## src/hdl/ilp_pkg.sv

```systemverilog
// Shared types and constants for the integer literal parser.
`default_nettype none

package ilp_pkg;

  // Result width
  localparam int VALUE_W = 64;

  // Default depth of the queue between front and back
  localparam int FIFO_DEPTH_DEFAULT = 4;

  // Format selector codes
  localparam logic [1:0] MODE_ANY = 2'd0;
  localparam logic [1:0] MODE_DEC = 2'd1;
  localparam logic [1:0] MODE_BIN = 2'd2;
  localparam logic [1:0] MODE_HEX = 2'd3;

  // Radix codes
  localparam logic [1:0] RADIX_DEC = 2'd0;
  localparam logic [1:0] RADIX_BIN = 2'd1;
  localparam logic [1:0] RADIX_HEX = 2'd2;

  // Character codes
  localparam logic [7:0] CH_MINUS   = 8'h2D;
  localparam logic [7:0] CH_ZERO    = 8'h30;
  localparam logic [7:0] CH_ONE     = 8'h31;
  localparam logic [7:0] CH_NINE    = 8'h39;
  localparam logic [7:0] CH_LOWER_A = 8'h61;
  localparam logic [7:0] CH_LOWER_B = 8'h62;
  localparam logic [7:0] CH_LOWER_F = 8'h66;
  localparam logic [7:0] CH_LOWER_X = 8'h78;
  localparam logic [7:0] CH_UPPER_A = 8'h41;
  localparam logic [7:0] CH_UPPER_F = 8'h46;
  localparam logic [7:0] CASE_BIT   = 8'h20;
  localparam logic [7:0] HEX_OFFSET = 8'h0A;

  // One classified character as it travels from front to back
  typedef struct packed {
    logic [1:0] opcode;
    logic       last;
    logic       is_minus;
    logic       is_zero;
    logic       is_x;
    logic       is_b;
    logic       dec_ok;
    logic       hex_ok;
    logic       bin_ok;
    logic [3:0] digit;
  } item_t;

endpackage

`default_nettype wire

```

## src/hdl/integer_literal_parser_top.sv

```systemverilog
// Top level of the integer literal parser: classifier, queue and token engine.
//
//   channel  | handshake         | payload
//   ---------+-------------------+------------------------------------
//   input    | push / full       | opcode[1:0], char_code[7:0], last_char
//   result   | empty / pop       | value[63:0] signed, status, radix_code[1:0]
//
// One character per cycle sustained while the queue has room; a request passes
// from push to the result ports via queue write, then token engine update.
// The token engine's 64-bit times-ten-plus-digit add sets the cycle time.
// Synchronous reset clears the queue, token state and result slot.
// A waiting result stalls only the final character of the next token;
// other characters keep flowing, and the queue absorbs back-end stalls.
`default_nettype none

module integer_literal_parser_top #(
  parameter int FIFO_DEPTH = ilp_pkg::FIFO_DEPTH_DEFAULT
) (
  input  logic                               clk,
  input  logic                               rst,
  input  logic                               push,
  output logic                               full,
  input  logic [1:0]                         opcode,
  input  logic [7:0]                         char_code,
  input  logic                               last_char,
  output logic                               empty,
  input  logic                               pop,
  output logic signed [ilp_pkg::VALUE_W-1:0] value,
  output logic                               status,
  output logic [1:0]                         radix_code
);
  import ilp_pkg::*;

  item_t front_item;
  item_t q_item;
  logic  q_valid;
  logic  q_take;

  // Character classifier
  ilp_front u_front (
    .opcode    (opcode),
    .char_code (char_code),
    .last_char (last_char),
    .item      (front_item)
  );

  // Decoupling queue
  ilp_fifo #(
    .DEPTH (FIFO_DEPTH)
  ) u_fifo (
    .clk       (clk),
    .rst       (rst),
    .wr_en     (push),
    .din       (front_item),
    .full      (full),
    .rd_en     (q_take),
    .dout      (q_item),
    .not_empty (q_valid)
  );

  // Token engine and result slot
  ilp_back u_back (
    .clk        (clk),
    .rst        (rst),
    .in_valid   (q_valid),
    .in_item    (q_item),
    .in_take    (q_take),
    .empty      (empty),
    .pop        (pop),
    .value      (value),
    .status     (status),
    .radix_code (radix_code)
  );

endmodule

`default_nettype wire

```

## src/hdl/ilp_front.sv

```systemverilog
// Front end: classifies one incoming character of a token.
`default_nettype none

module ilp_front (
  input  logic [1:0]   opcode,
  input  logic [7:0]   char_code,
  input  logic         last_char,
  output ilp_pkg::item_t item
);
  import ilp_pkg::*;

  logic       is_num;
  logic       is_lower_hex;
  logic       is_upper_hex;
  logic [7:0] letter_val;

  // Character ranges
  assign is_num       = (char_code >= CH_ZERO) && (char_code <= CH_NINE);
  assign is_lower_hex = (char_code >= CH_LOWER_A) && (char_code <= CH_LOWER_F);
  assign is_upper_hex = (char_code >= CH_UPPER_A) && (char_code <= CH_UPPER_F);
  assign letter_val   = (char_code | CASE_BIT) - CH_LOWER_A + HEX_OFFSET;

  // Pack the classification
  always_comb begin
    item.opcode   = opcode;
    item.last     = last_char;
    item.is_minus = (char_code == CH_MINUS);
    item.is_zero  = (char_code == CH_ZERO);
    item.is_x     = (char_code == CH_LOWER_X);
    item.is_b     = (char_code == CH_LOWER_B);
    item.dec_ok   = is_num;
    item.hex_ok   = is_num || is_lower_hex || is_upper_hex;
    item.bin_ok   = (char_code == CH_ZERO) || (char_code == CH_ONE);
    item.digit    = is_num ? char_code[3:0] : letter_val[3:0];
  end

endmodule

`default_nettype wire

```

## src/hdl/ilp_fifo.sv

```systemverilog
// Short queue of classified characters between front and back.
`default_nettype none

module ilp_fifo #(
  parameter int DEPTH = 4
) (
  input  logic           clk,
  input  logic           rst,
  input  logic           wr_en,
  input  ilp_pkg::item_t din,
  output logic           full,
  input  logic           rd_en,
  output ilp_pkg::item_t dout,
  output logic           not_empty
);
  import ilp_pkg::*;

  localparam int PTR_W = (DEPTH > 1) ? $clog2(DEPTH) : 1;
  localparam int CNT_W = $clog2(DEPTH + 1);
  localparam logic [PTR_W-1:0] PTR_LAST = PTR_W'(DEPTH - 1);
  localparam logic [CNT_W-1:0] CNT_FULL = CNT_W'(DEPTH);

  item_t            mem [DEPTH];
  logic [PTR_W-1:0] wr_ptr;
  logic [PTR_W-1:0] rd_ptr;
  logic [CNT_W-1:0] count;
  logic             do_wr;
  logic             do_rd;

  assign full      = (count == CNT_FULL);
  assign not_empty = (count != '0);
  assign do_wr     = wr_en && !full;
  assign do_rd     = rd_en && not_empty;
  assign dout      = mem[rd_ptr];

  // Storage
  always_ff @(posedge clk) begin
    if (do_wr) begin
      mem[wr_ptr] <= din;
    end
  end

  // Pointers and fill count
  always_ff @(posedge clk) begin
    if (rst) begin
      wr_ptr <= '0;
      rd_ptr <= '0;
      count  <= '0;
    end else begin
      if (do_wr) begin
        wr_ptr <= (wr_ptr == PTR_LAST) ? '0 : wr_ptr + 1'b1;
      end
      if (do_rd) begin
        rd_ptr <= (rd_ptr == PTR_LAST) ? '0 : rd_ptr + 1'b1;
      end
      if (do_wr && !do_rd) begin
        count <= count + 1'b1;
      end else if (do_rd && !do_wr) begin
        count <= count - 1'b1;
      end
    end
  end

endmodule

`default_nettype wire

```

## src/hdl/ilp_back.sv

```systemverilog
// Back end: token state machine, accumulator and result register.
`default_nettype none

module ilp_back (
  input  logic                              clk,
  input  logic                              rst,
  input  logic                              in_valid,
  input  ilp_pkg::item_t                    in_item,
  output logic                              in_take,
  output logic                              empty,
  input  logic                              pop,
  output logic signed [ilp_pkg::VALUE_W-1:0] value,
  output logic                              status,
  output logic [1:0]                        radix_code
);
  import ilp_pkg::*;

  typedef enum logic [2:0] {
    PH_FIRST    = 3'd0,
    PH_LEAD     = 3'd1,
    PH_ZERO_ANY = 3'd2,
    PH_PREFIX   = 3'd3,
    PH_DIGITS   = 3'd4
  } phase_t;

  phase_t             phase, phase_next;
  logic               negative, negative_next;
  logic [1:0]         radix, radix_next;
  logic [1:0]         mode, mode_next;
  logic [VALUE_W-1:0] acc, acc_next;
  logic               digit_seen, digit_seen_next;
  logic               malformed, malformed_next;

  logic               out_valid;
  logic [VALUE_W-1:0] out_acc;
  logic               out_neg;
  logic               out_bad;
  logic [1:0]         out_radix;

  logic               do_lead;
  logic               do_digit;
  logic               dig_ok;
  logic [VALUE_W-1:0] acc_scaled;
  logic               out_take;
  logic               bad_now;

  // Flow control: a final character waits only when the result slot stays busy
  assign out_take = pop && out_valid;
  assign in_take  = in_valid && (!in_item.last || !out_valid || out_take);

  // Next token state for the character at the head of the queue
  always_comb begin
    phase_next      = phase;
    negative_next   = negative;
    radix_next      = radix;
    mode_next       = (phase == PH_FIRST) ? in_item.opcode : mode;
    acc_next        = acc;
    digit_seen_next = digit_seen;
    malformed_next  = malformed;
    do_lead         = 1'b0;
    do_digit        = 1'b0;
    dig_ok          = 1'b0;
    acc_scaled      = acc;

    unique case (phase)
      PH_FIRST: begin
        phase_next = PH_LEAD;
        if (in_item.is_minus) begin
          negative_next = 1'b1;
        end else begin
          do_lead = 1'b1;
        end
      end
      PH_LEAD: begin
        do_lead = 1'b1;
      end
      PH_ZERO_ANY: begin
        if (in_item.is_x) begin
          radix_next      = RADIX_HEX;
          digit_seen_next = 1'b0;
          phase_next      = PH_DIGITS;
        end else if (in_item.is_b) begin
          radix_next      = RADIX_BIN;
          digit_seen_next = 1'b0;
          phase_next      = PH_DIGITS;
        end else begin
          do_digit = 1'b1;
        end
      end
      PH_PREFIX: begin
        if (mode_next == MODE_BIN && in_item.is_b) begin
          radix_next = RADIX_BIN;
          phase_next = PH_DIGITS;
        end else if (mode_next == MODE_HEX && in_item.is_x) begin
          radix_next = RADIX_HEX;
          phase_next = PH_DIGITS;
        end else begin
          malformed_next = 1'b1;
        end
      end
      default: begin
        do_digit = 1'b1;
      end
    endcase

    // Leading character after the optional sign
    if (do_lead) begin
      if (mode_next == MODE_BIN || mode_next == MODE_HEX) begin
        if (in_item.is_zero) begin
          phase_next = PH_PREFIX;
        end else begin
          malformed_next = 1'b1;
        end
      end else if (mode_next == MODE_ANY && in_item.is_zero) begin
        acc_next        = '0;
        digit_seen_next = 1'b1;
        radix_next      = RADIX_DEC;
        phase_next      = PH_ZERO_ANY;
      end else begin
        radix_next = RADIX_DEC;
        do_digit   = 1'b1;
      end
    end

    // Digit in the current radix: shift or times ten, then add
    unique case (radix_next)
      RADIX_BIN: begin
        dig_ok     = in_item.bin_ok;
        acc_scaled = acc << 1;
      end
      RADIX_HEX: begin
        dig_ok     = in_item.hex_ok;
        acc_scaled = acc << 4;
      end
      default: begin
        dig_ok     = in_item.dec_ok;
        acc_scaled = (acc << 3) + (acc << 1);
      end
    endcase

    if (do_digit) begin
      if (!dig_ok) begin
        malformed_next = 1'b1;
      end else begin
        acc_next        = acc_scaled + {{(VALUE_W-4){1'b0}}, in_item.digit};
        digit_seen_next = 1'b1;
        phase_next      = PH_DIGITS;
      end
    end
  end

  assign bad_now = malformed_next || !digit_seen_next;

  // Token state and result register
  always_ff @(posedge clk) begin
    if (rst) begin
      phase      <= PH_FIRST;
      negative   <= 1'b0;
      radix      <= RADIX_DEC;
      mode       <= MODE_ANY;
      acc        <= '0;
      digit_seen <= 1'b0;
      malformed  <= 1'b0;
      out_valid  <= 1'b0;
    end else begin
      if (in_take) begin
        if (in_item.last) begin
          phase      <= PH_FIRST;
          negative   <= 1'b0;
          radix      <= RADIX_DEC;
          mode       <= MODE_ANY;
          acc        <= '0;
          digit_seen <= 1'b0;
          malformed  <= 1'b0;
          out_valid  <= 1'b1;
          out_acc    <= acc_next;
          out_neg    <= negative_next;
          out_bad    <= bad_now;
          out_radix  <= radix_next;
        end else begin
          phase      <= phase_next;
          negative   <= negative_next;
          radix      <= radix_next;
          mode       <= mode_next;
          acc        <= acc_next;
          digit_seen <= digit_seen_next;
          malformed  <= malformed_next;
          if (out_take) begin
            out_valid <= 1'b0;
          end
        end
      end else if (out_take) begin
        out_valid <= 1'b0;
      end
    end
  end

  // Result ports; sign applied after the register
  assign empty      = !out_valid;
  assign status     = out_bad;
  assign radix_code = out_radix;
  assign value      = out_bad ? '0 : (out_neg ? VALUE_W'(-out_acc) : out_acc);

endmodule

`default_nettype wire

```

## config.mk

```make
export PLATFORM = sky130hd
export DESIGN_NAME = integer_literal_parser_top
export DESIGN_NICKNAME = d
export VERILOG_FILES = /design/src/hdl/ilp_pkg.sv /design/src/hdl/integer_literal_parser_top.sv /design/src/hdl/ilp_front.sv /design/src/hdl/ilp_fifo.sv /design/src/hdl/ilp_back.sv
export SDC_FILE = /design/constraint.sdc
export NUM_CORES = 1
export LEC_CHECK = 0
export ABC_AREA = 1
export ABC_CLOCK_PERIOD_IN_PS = 6580
export BUFFER_PORTS_ARGS = -buffer_cell sky130_fd_sc_hd__buf_2
export CAP_MARGIN = 20
export CORE_ASPECT_RATIO = 1.2
export CORE_UTILIZATION = 40
export CTS_CLUSTER_SIZE = 12
export DETAILED_ROUTE_END_ITERATION = 8
export PLACE_DENSITY = 0.63
export SLEW_MARGIN = 20
export SYNTH_ARGS = -nofsm -noshare
export SYNTH_HDL_FRONTEND = slang
export SYNTH_SLANG_ARGS = --single-unit
```

## constraint.sdc

```tcl
create_clock -name clk -period 6.58 [get_ports clk]
set_input_delay 0 -clock clk [delete_from_list [all_inputs] [get_ports clk]]
set_output_delay 0 -clock clk [all_outputs]
set_load 0.03 [all_outputs]
```

==> flow_summary.toml <==
[status]
outcome = "completed"

[power]
power_w = 0.00719
leakagePower_nw = 9.78
p_switching_w = 0.00373
internal_power_w = 0.00346
power_frac_seq_pct = 26.1
switching_share_pct = 51.8
vdd_ir_drop_max_uv = 374
combPwrFrac_pct = 55.6
powerDensity_nw_per_um2 = 333
clockPowerShare_pct = 18.3

[finish]
nFillCells = 5166
drive_above_1_share_pct = 10.7
area.growth.synth_to_final_pct = 9.81
final_nets = 3338
fin_util_pct = 44.7

[placed_design]
dp.final_hpwl_um = 51600
port_buffers = 83
gp_congestion = 0.973

[cts]
clkTransAtPathRegs_ns = 0.07
cts_setup_buffers = 0
clk_latency_ns = 0.54
h-tree-depth = 1
cts-root-buf = "clkbuf_16"
numCtsBuffers = 23
cts_tree = "built"
cts.sinks = 208
clockBufferDepth = 3

[setup_path]
slowest_delay_ns = 0.44
cp.required_ns = 7.03
crit_fanout = 28
cp-start-kind = "flop"
arrival_ns = 6.33
cpMaxStageDelayCell = "dfxtp_1"
end_kind = "flop"
crit_top_cell = "nand2_1"
path_class = "reg -> reg"

[sta]
slew_headroom_pct = 28.1
hold_violations = 0
finalSetupViolations = 0
fmax_ghz = 0.170
rsz0062_at_grt = "false"
fin_crit_ns = 5.88
fin_crit_sh_pct = 89.4
tightest_slew_ns = 1.08
slew_violations = 0
hold_slack_ns = 0.0303
fin_tns_setup_ns = 0
finalClockSkew_ns = 0.0207

[logic_synthesis]
yosysWarnings = 0
synth_cells = 3180
yosysSeqAreaShare_pct = 27.5
synth_area_per_cell_sq_um = 6.19
synthDistinctLibCells = 60
syn_area_sq_um = 19700
synth-seq-cells = 208
synth_edf_count = 124
synth-async-reset-ratio_pct = 0
synthFlopType = "edfxtp_1"
syn_nets = 3275

[global_routing]
grt.overflow.total = 0
grt_antenna_before_repair = 1
grt_pass1_wl_um = 102000
grt.total_usage_pct = 26.0
grt_pass1_vias = 19200
grt_max_degree = 79

[drt]
wl_per_cell_um = 16.9
dr.pass1.iters = 6
drt_iter0_markers = 1745
vias = 20500
drt_wl_total_um = 65800
drc = 0
antenna_left = 0
routed_via_density = 5.27

[floorplanning]
die_area_sq_um = 50100
die_w_um = 205
initial_core_util_pct = 40.7
die_h_um = 245
core-area_sq_um = 48300
rows = 88
io_pins = 84

[flow_run]
maxCapViolCount = 0

[hold_path]
min_from = "char_code[0]"
hold_path.class = "in -> reg"
==> through the flow <==
stage	instance area [sq um]	worst slack, ns	instances
5_1_grt	21600	0.138	3888
6_report	21600	0.700	3889
4_1_cts	21600	0.756	3888
3_3_place_gp	20700	0.886	3833
2_1_floorplan	19700	1.37	3180
3_5_place_dp	20700	0.817	3833
==> power groups by stage <==
stage	combinational [W]	sequential (W)	clock [W]
after floorplan	0.00283	0.00183	0
after global placement	0.00394	0.00190	0
after detailed placement	0.00394	0.00190	0
after CTS	0.00396	0.00187	0.00134
after global routing	0.00436	0.00190	0.00138
final	0.00400	0.00187	0.00132
==> worst max-delay path: cells and delay by family (launching register included) <==
family	cells	cell delay, ns
buf+inv	5	0.93
simple gates	22	2.80
compound gates	8	1.07
fa+ha+maj	2	0.55
flops	1	0.44
==> area by class of cell <==
| cell class | count | area, sq um | share of cell area, % |
|---|---|---|---|
| Tap cell | 630 | 788 | 3.65 |
| Sequential cell | 208 | 5410 | 25.0 |
| Multi-Input combinational cell | 2323 | 11800 | 54.6 |
| Clock inverter | 5 | 108 | 0.498 |
| Inverter | 566 | 2120 | 9.83 |
| Clock buffer | 35 | 641 | 2.96 |
| Antenna cell | 1 | 2.50 | 0.0116 |
| Timing Repair Buffer | 121 | 741 | 3.43 |
==> path summary, 6_finish.rpt <==
kind,end,slack [ns],depth (start not counted)
min reg2reg,u_back.mode[0],0.46,2
min,u_fifo.mem[1][0],0.03,3
max reg2reg,u_back.acc[59],0.70,37
max,u_back.acc[59],0.70,37
==> flip-flops by register name, summed over array words and instances (netlist names), named ones only <==
| signal | cells |
|---|---|
| u_back.acc | 64 |
| u_back.out_acc | 64 |
| u_fifo.mem | 56 |
| u_back.phase | 3 |
| u_fifo.count | 3 |
| u_back.mode | 2 |
| u_back.radix | 2 |
| u_back.radix_code | 2 |
| u_fifo.rd_ptr | 2 |
| u_fifo.wr_ptr | 2 |
| u_back.digit_seen | 1 |
| u_back.malformed | 1 |
| u_back.negative | 1 |
| u_back.out_neg | 1 |
| u_back.out_valid | 1 |
| u_back.status | 1 |
==> kinds of logic after synthesis <==
group,synth area share (%)
buf+inv,12.7
fa+ha+maj,5.20
simple gates,39.4
flops,27.5
compound gates,14.5
xor+xnor,0.756
==> placed cells by master (no fill, tap or decap), types with 76 or more instances in the layout <==
master    netlist  routed
buf_2          20      82
o21ai_0       128     128
dfxtp_1        84      84
nor2_1        267     265
inv_1         532     531
edfxtp_1      124     124
ha_1           77      76
nand3_1       205     205
a21oi_1       226     226
nand2_1       968     968
==> timing repair <==
item / CTS / global route
endpoints found under the hold margin: 62 / 0
hold buffers: 15 / 0
gates resized for setup: 0 / 0
==> cells in the mapped netlist (4+ instances only) <==
cell      count  area [sq um]
o21bai_1      4          30.0
a21oi_1     226          1130
and2_1        4          25.0
a21oi_2       8          70.1
nor4_1       21           131
o21ai_1      24           120
buf_1         5          18.8
nand3_1     205          1030
a211oi_1      4          30.0
inv_2        29           109
nor2_1      267          1000
clkbuf_1     47           176
a31oi_1       5          31.3
nor3_2        7          70.1
nand3_2      29           290
o21ai_2       8          70.1
ha_1         77           963
nand3b_1      5          37.5
dfxtp_1      84          1680
xnor2_1       9          78.8
xor2_1        8          70.1
edfxtp_1    124          3720
nand4_1      33           206
o21ai_0     128           641
o22ai_1      24           150
nand2_2      49           307
nor3b_1       5          37.5
nor2_2       35           219
or2_2         5          31.3
o221ai_1     32           280
nor2_4       24           270
nand2_1     968          3630
nor3_1       54           270
and3_1       10          62.6
buf_2        20           100
inv_1       532          2000
clkinv_1      5          18.8
a221o_1       6          60.1
buf_4        10          75.1
==> per-layer routing <==
metal / global-route usage (%) / wire length [um] / up-vias
met5: 0 / 74 / -
met4: 14.8 / 3850 / 2
met3: 2.64 / 3970 / 183
met2: 44.6 / 30700 / 695
met1: 31.6 / 27200 / 9218
li1: - / - / 10400
No activity file was read; power rests on OpenSTA's default activity.
